**config.mk**
```make
export PLATFORM = sky130hd
export DESIGN_NAME = event_ring_log
export DESIGN_NICKNAME = d
export VERILOG_FILES = /design/src/rtl/core/elog_pkg.sv /design/src/rtl/core/event_ring_log.sv /design/src/rtl/core/elog_mem.sv /design/src/rtl/core/elog_ctrl.sv
export SDC_FILE = /design/constraint.sdc
export NUM_CORES = 2
export LEC_CHECK = 0
export BUFFER_PORTS_ARGS = -buffer_cell sky130_fd_sc_hd__buf_2
export CAP_MARGIN = 20
export CORE_MARGIN = 4
export CORE_UTILIZATION = 50
export DETAILED_ROUTE_END_ITERATION = 6
export GPL_TIMING_DRIVEN = 0
export PLACE_DENSITY_LB_ADDON = 0.15
export SLEW_MARGIN = 5
export SYNTH_ARGS = -nofsm -noshare
export SYNTH_HDL_FRONTEND = slang
export SYNTH_SLANG_ARGS = --single-unit
```
**constraint.sdc**
```tcl
create_clock -name clk -period 7.6 [get_ports clk]
set_input_delay 1.52 -clock clk [delete_from_list [all_inputs] [get_ports clk]]
set_output_delay 1.52 -clock clk [all_outputs]
set_load 0.05 [all_outputs]
```
**src/rtl/core/elog_pkg.sv**
```systemverilog
// Types and codes shared by the event ring log modules.
package elog_pkg;

  typedef enum logic {
    OP_RECORD = 1'b0,
    OP_READ   = 1'b1
  } opcode_t;

  typedef enum logic [1:0] {
    STATUS_OK       = 2'd0,
    STATUS_DISABLED = 2'd1,
    STATUS_NO_AGE   = 2'd2
  } status_t;

  localparam int unsigned AGE_W = 5;

  typedef struct packed {
    logic [31:0] timestamp;
    logic [7:0]  code;
    logic [31:0] detail;
  } entry_t;

  typedef struct packed {
    status_t     status;
    logic        read_hit;
    logic [31:0] total;
  } pend_t;

endpackage

```
**src/rtl/core/event_ring_log.sv**
```systemverilog
// Top level of the event ring log.
// Result path: an accepted transaction is registered in pend_valid and the pending
// fields, then in done and the result outputs, where it shows with done high.
// Busy covers the memory read cycle; no new transaction is accepted while busy is high.
// The receiver cannot stall; done is a one-cycle strobe.
// Reset (rst, synchronous): clears pointer, event count, log_enable and strobes;
// entry memory is not cleared and its read data is only returned where it was written.
module event_ring_log #(
  parameter int unsigned LOG_DEPTH = 32
) (
  input  logic        clk,
  input  logic        rst,
  input  logic        cfg_we,
  input  logic        cfg_wdata,
  input  logic        start,
  output logic        busy,
  input  logic        opcode,
  input  logic [31:0] timestamp,
  input  logic [7:0]  event_code,
  input  logic [31:0] event_detail,
  input  logic [4:0]  age_index,
  output logic        done,
  output logic [1:0]  status,
  output logic [31:0] out_timestamp,
  output logic [7:0]  out_code,
  output logic [31:0] out_detail,
  output logic [31:0] total_events
);

  localparam int unsigned PW = $clog2(LOG_DEPTH);

  logic             accept;
  logic             mem_we;
  logic [PW-1:0]    mem_waddr;
  logic [PW-1:0]    mem_raddr;
  elog_pkg::entry_t mem_wdata;
  elog_pkg::entry_t mem_rdata;

  assign accept = start && !busy;

  assign mem_wdata.timestamp = timestamp;
  assign mem_wdata.code      = event_code;
  assign mem_wdata.detail    = event_detail;

  elog_ctrl #(
    .LOG_DEPTH(LOG_DEPTH)
  ) u_ctrl (
    .clk          (clk),
    .rst          (rst),
    .cfg_we       (cfg_we),
    .cfg_wdata    (cfg_wdata),
    .accept       (accept),
    .opcode       (opcode),
    .age_index    (age_index),
    .pending      (busy),
    .mem_we       (mem_we),
    .mem_waddr    (mem_waddr),
    .mem_raddr    (mem_raddr),
    .mem_rdata    (mem_rdata),
    .done         (done),
    .status       (status),
    .out_timestamp(out_timestamp),
    .out_code     (out_code),
    .out_detail   (out_detail),
    .total_events (total_events)
  );

  elog_mem #(
    .LOG_DEPTH(LOG_DEPTH)
  ) u_mem (
    .clk  (clk),
    .we   (mem_we),
    .waddr(mem_waddr),
    .wdata(mem_wdata),
    .raddr(mem_raddr),
    .rdata(mem_rdata)
  );

endmodule

```
**src/rtl/core/elog_mem.sv**
```systemverilog
// Entry memory: one write port, one registered read port.
module elog_mem #(
  parameter int unsigned LOG_DEPTH = 32
) (
  input  logic                         clk,
  input  logic                         we,
  input  logic [$clog2(LOG_DEPTH)-1:0] waddr,
  input  elog_pkg::entry_t             wdata,
  input  logic [$clog2(LOG_DEPTH)-1:0] raddr,
  output elog_pkg::entry_t             rdata
);

  elog_pkg::entry_t mem [LOG_DEPTH];

  always_ff @(posedge clk) begin
    if (we) begin
      mem[waddr] <= wdata;
    end
    rdata <= mem[raddr];
  end

endmodule

```
**src/rtl/core/elog_ctrl.sv**
```systemverilog
// Control: enable register, write pointer, event count, slot lookup and result stage.
module elog_ctrl #(
  parameter int unsigned LOG_DEPTH = 32
) (
  input  logic                          clk,
  input  logic                          rst,
  input  logic                          cfg_we,
  input  logic                          cfg_wdata,
  input  logic                          accept,
  input  logic                          opcode,
  input  logic [elog_pkg::AGE_W-1:0]    age_index,
  output logic                          pending,
  output logic                          mem_we,
  output logic [$clog2(LOG_DEPTH)-1:0]  mem_waddr,
  output logic [$clog2(LOG_DEPTH)-1:0]  mem_raddr,
  input  elog_pkg::entry_t              mem_rdata,
  output logic                          done,
  output logic [1:0]                    status,
  output logic [31:0]                   out_timestamp,
  output logic [7:0]                    out_code,
  output logic [31:0]                   out_detail,
  output logic [31:0]                   total_events
);

  localparam int unsigned PW = $clog2(LOG_DEPTH);
  localparam int unsigned SW = ((PW > elog_pkg::AGE_W) ? PW : elog_pkg::AGE_W) + 2;
  localparam int unsigned CW = ((PW > elog_pkg::AGE_W) ? PW : elog_pkg::AGE_W) + 1;

  logic                 log_enable;
  logic [PW-1:0]        wp;
  logic [PW-1:0]        wp_next;
  logic [31:0]          event_total;
  logic [31:0]          total_next;
  logic                 record;
  logic                 avail;
  logic [SW-1:0]        diff;
  logic [SW-1:0]        slot;
  logic                 pend_valid;
  elog_pkg::pend_t      pend;
  elog_pkg::pend_t      pend_next;

  assign record    = accept && log_enable && (opcode == elog_pkg::OP_RECORD);
  assign wp_next   = (wp == PW'(LOG_DEPTH - 1)) ? '0 : wp + 1'b1;
  assign total_next = (event_total == 32'hFFFF_FFFF) ? event_total : event_total + 32'd1;

  assign avail = (32'(age_index) < event_total) &&
                 (CW'(age_index) < CW'(LOG_DEPTH));
  assign diff  = SW'(wp) + SW'(LOG_DEPTH - 1) - SW'(age_index);
  assign slot  = (diff >= SW'(LOG_DEPTH)) ? diff - SW'(LOG_DEPTH) : diff;

  assign mem_we    = record;
  assign mem_waddr = wp;
  assign mem_raddr = slot[PW-1:0];
  assign pending   = pend_valid;

  always_comb begin
    pend_next.read_hit = 1'b0;
    pend_next.total    = '0;
    pend_next.status   = elog_pkg::STATUS_DISABLED;
    if (log_enable) begin
      if (opcode == elog_pkg::OP_RECORD) begin
        pend_next.status = elog_pkg::STATUS_OK;
        pend_next.total  = total_next;
      end else begin
        pend_next.total = event_total;
        if (avail) begin
          pend_next.status   = elog_pkg::STATUS_OK;
          pend_next.read_hit = 1'b1;
        end else begin
          pend_next.status = elog_pkg::STATUS_NO_AGE;
        end
      end
    end
  end

  always_ff @(posedge clk) begin
    if (rst) begin
      log_enable  <= 1'b0;
      wp          <= '0;
      event_total <= '0;
      pend_valid  <= 1'b0;
      done        <= 1'b0;
    end else begin
      if (cfg_we) begin
        log_enable <= cfg_wdata;
      end
      if (record) begin
        wp          <= wp_next;
        event_total <= total_next;
      end
      pend_valid <= accept;
      done       <= pend_valid;
    end
  end

  // hold the transaction's result fields until the memory data returns, then register the outputs
  always_ff @(posedge clk) begin
    if (accept) begin
      pend <= pend_next;
    end
    if (pend_valid) begin
      status       <= pend.status;
      total_events <= pend.total;
      if (pend.read_hit) begin
        out_timestamp <= mem_rdata.timestamp;
        out_code      <= mem_rdata.code;
        out_detail    <= mem_rdata.detail;
      end else begin
        out_timestamp <= '0;
        out_code      <= '0;
        out_detail    <= '0;
      end
    end
  end

endmodule

```
==> impl_metrics.toml <==
[timing]
finalClockSkew_ns = 0.0419
upper_clock_frequency_limit_ghz = 0.177
final.hold.worst_slack_ns = 0.416
worst_slew_margin_rel = 0.208
finalWorstPathRequiredPeriod_ns = 5.64
setup-violations-final = 0
period_share = 0.742
final_critical_path_setup_slack_ns = 1.96
hold_viol = 0
tightest_pin_transition_ns = 1.19
rsz0062_at_grt = "no"
drv_slew = 0
tns_ns = 0

[die]
core_um2 = 195000
dieArea_um2 = 203000
io-pin-count = 191
start_util = 0.502
fp.dieH_um = 450
placement_rows = 162
die_w_um = 450

[detailed_routing]
antenna_left = 0
dr.first_iter.drc_count = 6744
detail_route.vias_per_cell = 6.32
finalWirelength_um = 262000
via_count = 50900
residual_drc_count = 0
firstDrtPassIters = 6
drt-wirelength-per-cell_um = 32.5

[hold_path]
hp-class = "reg -> reg"
hold_start = "u_ctrl.pend[18]"
hold_depth = 0
whs_endpoint = "u_ctrl.total_events[18]"

[synth]
post_synthesis_instance_area_um2 = 97700
synth_sequential_area_ratio = 0.774
syn-mean-instance-area_um2 = 20.9
synth.mux.area_fraction = 0.141
synth.net_count = 4785
synthCells = 4687
synth_simple_gate_area_share = 0.0320
synthesis.yosys.warnings = 0
complex_gate_fraction_of_the_synthesized_area = 0.0342
synthArstFlopShare = 0
synth.ff_latch_count = 2557
ys_types = 52
synth_xor_area_frac = 0.000807
synth_top_flop_cell = "sky130_fd_sc_hd__edfxtp_1"
synth_top_family_by_area = "multiplexers"
synth_edf_count = 2445
synth_fa_ha_area_frac = 0.00200

[worst_setup_path]
startpoint_type = "input port"
timing.rr.end = "u_mem.rdata[60]"
setup_crit_path_kind = "in -> reg"
cp_max_fo = 10
timing.critical_path.arrival_ns = 6.44
required_ns = 8.40
ff2ff_path_depth = 10
timing.critical_path.to_type = "flip-flop"
reg2reg_from = "u_ctrl.mem_waddr[0]"
timing.reg2reg.setup_slack_ns = 2.35

[pwr]
largest_vdd_supply_drop_uv = 265
post-layout-total-power_mw = 30.0
static-leakage-power_nw = 36.1
power_per_cell_area_nw_per_um2 = 264

[clock_tree]
cts-root-to-sink-buffers = 4
cts_tree = "done"
cts_setup_buffers = 0
cts_resized = 0
clock_insertion_delay_worst_skew_ns = 0.92
postCtsHoldBufs = 0
clock_tree.root_cell = "sky130_fd_sc_hd__clkbuf_16"
cts_htree_levels = 5
path_clk_slew_ns = 0.06
clock_sinks = 2557
number_of_buffers_created_by_cts = 281

[global_route]
grt_start_max_net_pins = 50
grt_usage = 0.258
grt.overflow.total = 0
initial_antenna_violation_count = 26
global_route_wire_length_before_repair_um = 374000
vias_in_the_first_global_route = 50500

[cells_and_area]
finalNetCount = 5396
drive_gt1_frac = 0.258
fin_util = 0.583
finished_layout_cell_area_um2 = 114000
nFillCells = 14100
area_growth_pct = 16.2
instances_no_fill = 8057

[flow_run]
max_cap_viol_count = 0

[placed_design]
port_buffers = 189
dpl_worst_slack_ns = 1.22
placedInstanceArea_um2 = 105000
dp_hpwl_um = 175000
post-place-cells = 7556
final_replace_weighted_congestion = 0.835

[outcome]
outcome = "finished, final reports clean"
-- state kept, by name, summed over array words and instances (netlist names) --
signal	count
u_ctrl.mem_waddr	5
u_ctrl.event_total	32
u_ctrl.out_detail	32
u_ctrl.pend	35
u_ctrl.done	1
u_ctrl.log_enable	1
u_ctrl.status	2
u_ctrl.total_events	32
u_ctrl.pending	1
u_ctrl.out_code	8
u_mem.rdata	72
u_ctrl.out_timestamp	32
u_mem.mem	2304
-- cell usage after synthesis (2+ instances only) --
| library cell | instances | area share |
|---|---|---|
| sky130_fd_sc_hd__nor2b_1 | 77 | 0.0049 |
| sky130_fd_sc_hd__and2_1 | 74 | 0.0047 |
| sky130_fd_sc_hd__nor3_1 | 9 | 0.00046 |
| sky130_fd_sc_hd__a31oi_1 | 2 | 0.00013 |
| sky130_fd_sc_hd__o31ai_1 | 30 | 0.0023 |
| sky130_fd_sc_hd__a21o_1 | 4 | 0.00031 |
| sky130_fd_sc_hd__nand2_1 | 173 | 0.0066 |
| sky130_fd_sc_hd__o32a_1 | 71 | 0.0073 |
| sky130_fd_sc_hd__xor2_1 | 3 | 0.00027 |
| sky130_fd_sc_hd__and2_0 | 2 | 0.00013 |
| sky130_fd_sc_hd__and4_1 | 5 | 0.00045 |
| sky130_fd_sc_hd__nand4_1 | 12 | 0.00077 |
| sky130_fd_sc_hd__nand2b_1 | 2 | 0.00013 |
| sky130_fd_sc_hd__ha_1 | 14 | 0.0018 |
| sky130_fd_sc_hd__o21a_1 | 2 | 0.00015 |
| sky130_fd_sc_hd__nor2_1 | 46 | 0.0018 |
| sky130_fd_sc_hd__or3b_2 | 2 | 0.00018 |
| sky130_fd_sc_hd__clkbuf_1 | 192 | 0.0074 |
| sky130_fd_sc_hd__buf_2 | 82 | 0.0042 |
| sky130_fd_sc_hd__buf_1 | 8 | 0.00031 |
| sky130_fd_sc_hd__and3_1 | 6 | 0.00038 |
| sky130_fd_sc_hd__buf_6 | 4 | 0.00046 |
| sky130_fd_sc_hd__a21oi_1 | 135 | 0.0069 |
| sky130_fd_sc_hd__or4_1 | 32 | 0.0025 |
| sky130_fd_sc_hd__nand3_1 | 21 | 0.0011 |
| sky130_fd_sc_hd__nor4_1 | 79 | 0.0051 |
| sky130_fd_sc_hd__a211o_1 | 3 | 0.00027 |
| sky130_fd_sc_hd__nor3_2 | 2 | 0.00020 |
| sky130_fd_sc_hd__mux4_2 | 577 | 0.13 |
| sky130_fd_sc_hd__o21ai_0 | 93 | 0.0048 |
| sky130_fd_sc_hd__mux2_1 | 6 | 0.00069 |
| sky130_fd_sc_hd__o21ai_1 | 14 | 0.00072 |
| sky130_fd_sc_hd__mux2i_1 | 72 | 0.0074 |
| sky130_fd_sc_hd__nand3b_1 | 3 | 0.00023 |
| sky130_fd_sc_hd__or3_1 | 28 | 0.0018 |
| sky130_fd_sc_hd__edfxtp_1 | 2445 | 0.75 |
| sky130_fd_sc_hd__a211oi_1 | 141 | 0.011 |
| sky130_fd_sc_hd__xnor2_1 | 6 | 0.00054 |
| sky130_fd_sc_hd__dfxtp_1 | 112 | 0.023 |
| sky130_fd_sc_hd__inv_1 | 86 | 0.0033 |
-- cells by family after synthesis --
family          count (synthesis)
xor+xnor                        9
simple gates                  577
mux                           655
fa+ha+maj                      15
compound gates                500
flops                        2557
buf+inv                       374
-- routing by layer --
| layer | wire length (um) | global-route usage |
|---|---|---|
| met1 | 108000 | 0.381 |
| met2 | 121000 | 0.392 |
| met3 | 24100 | 0.0526 |
| met4 | 9240 | 0.0856 |
| met5 | 38 | 0 |
-- area by class of cell --
type | count | area [um2] | area share
Antenna cell | 20 | 50.0 | 0.000441
Clock inverter | 84 | 569 | 0.00501
Sequential cell | 2557 | 75700 | 0.666
Buffer | 288 | 1230 | 0.0109
Timing Repair Buffer | 328 | 3840 | 0.0338
Clock buffer | 396 | 7860 | 0.0692
Multi-Input combinational cell | 1756 | 20800 | 0.183
Tap cell | 2542 | 3180 | 0.0280
Inverter | 86 | 323 | 0.00284
-- critical path, cell delays in order --
cell and delay (ns):
sky130_fd_sc_hd__buf_2 0.14, sky130_fd_sc_hd__inv_1 0.05, sky130_fd_sc_hd__ha_1 0.22, sky130_fd_sc_hd__fa_1 0.49, sky130_fd_sc_hd__clkbuf_1 0.65, sky130_fd_sc_hd__clkbuf_2 0.54, sky130_fd_sc_hd__buf_16 0.24, sky130_fd_sc_hd__clkbuf_1 0.65
sky130_fd_sc_hd__mux4_2 0.48, sky130_fd_sc_hd__a211oi_1 0.90, sky130_fd_sc_hd__a211oi_1 0.28, sky130_fd_sc_hd__o32a_1 0.24
-- report_power, final --
part | internal [mW] | leakage, nW | switching [mW]
Sequential | 15.5 | 23.0 | 0.0368
Combinational | 0.622 | 8.94 | 1.12
Clock | 7.38 | 4.13 | 5.27
-- worst max path at each step --
| stage | start | to | slack, ns | cells after the start |
|---|---|---|---|---|
| 5_1_grt | age_index[0] | u_mem.rdata[60] | 1.94 | 12 |
| 3_5_place_dp | age_index[0] | u_mem.rdata[60] | 1.22 | 12 |
| 3_3_place_gp | u_ctrl.pending | u_mem.mem[16][10] | -7.86 | 5 |
| 4_1_cts | age_index[0] | u_mem.rdata[60] | 2.17 | 12 |
| 2_1_floorplan | u_ctrl.pending | u_mem.mem[14][0] | -0.67 | 5 |
| 6_report | age_index[0] | u_mem.rdata[60] | 1.96 | 12 |
-- layout by cell type (no fill, tap or decap), drive strengths merged, types with 11 or more instances in the layout --
cell and n:
o32a 71, clkinv 70, ha 14, and2 76, nand3 21, inv 92, nor4 80, clkbuf 589
o31ai 30, dfxtp 112, nor2b 77, nor3 11, or4 32, mux4 577, edfxtp 2445, or3 28
nand2 173, diode 20, a21oi 135, a211oi 141, o21ai 107, nand4 13, buf 423, nor2 46
mux2i 72
Note: power is estimated with default switching activity, not from simulation.
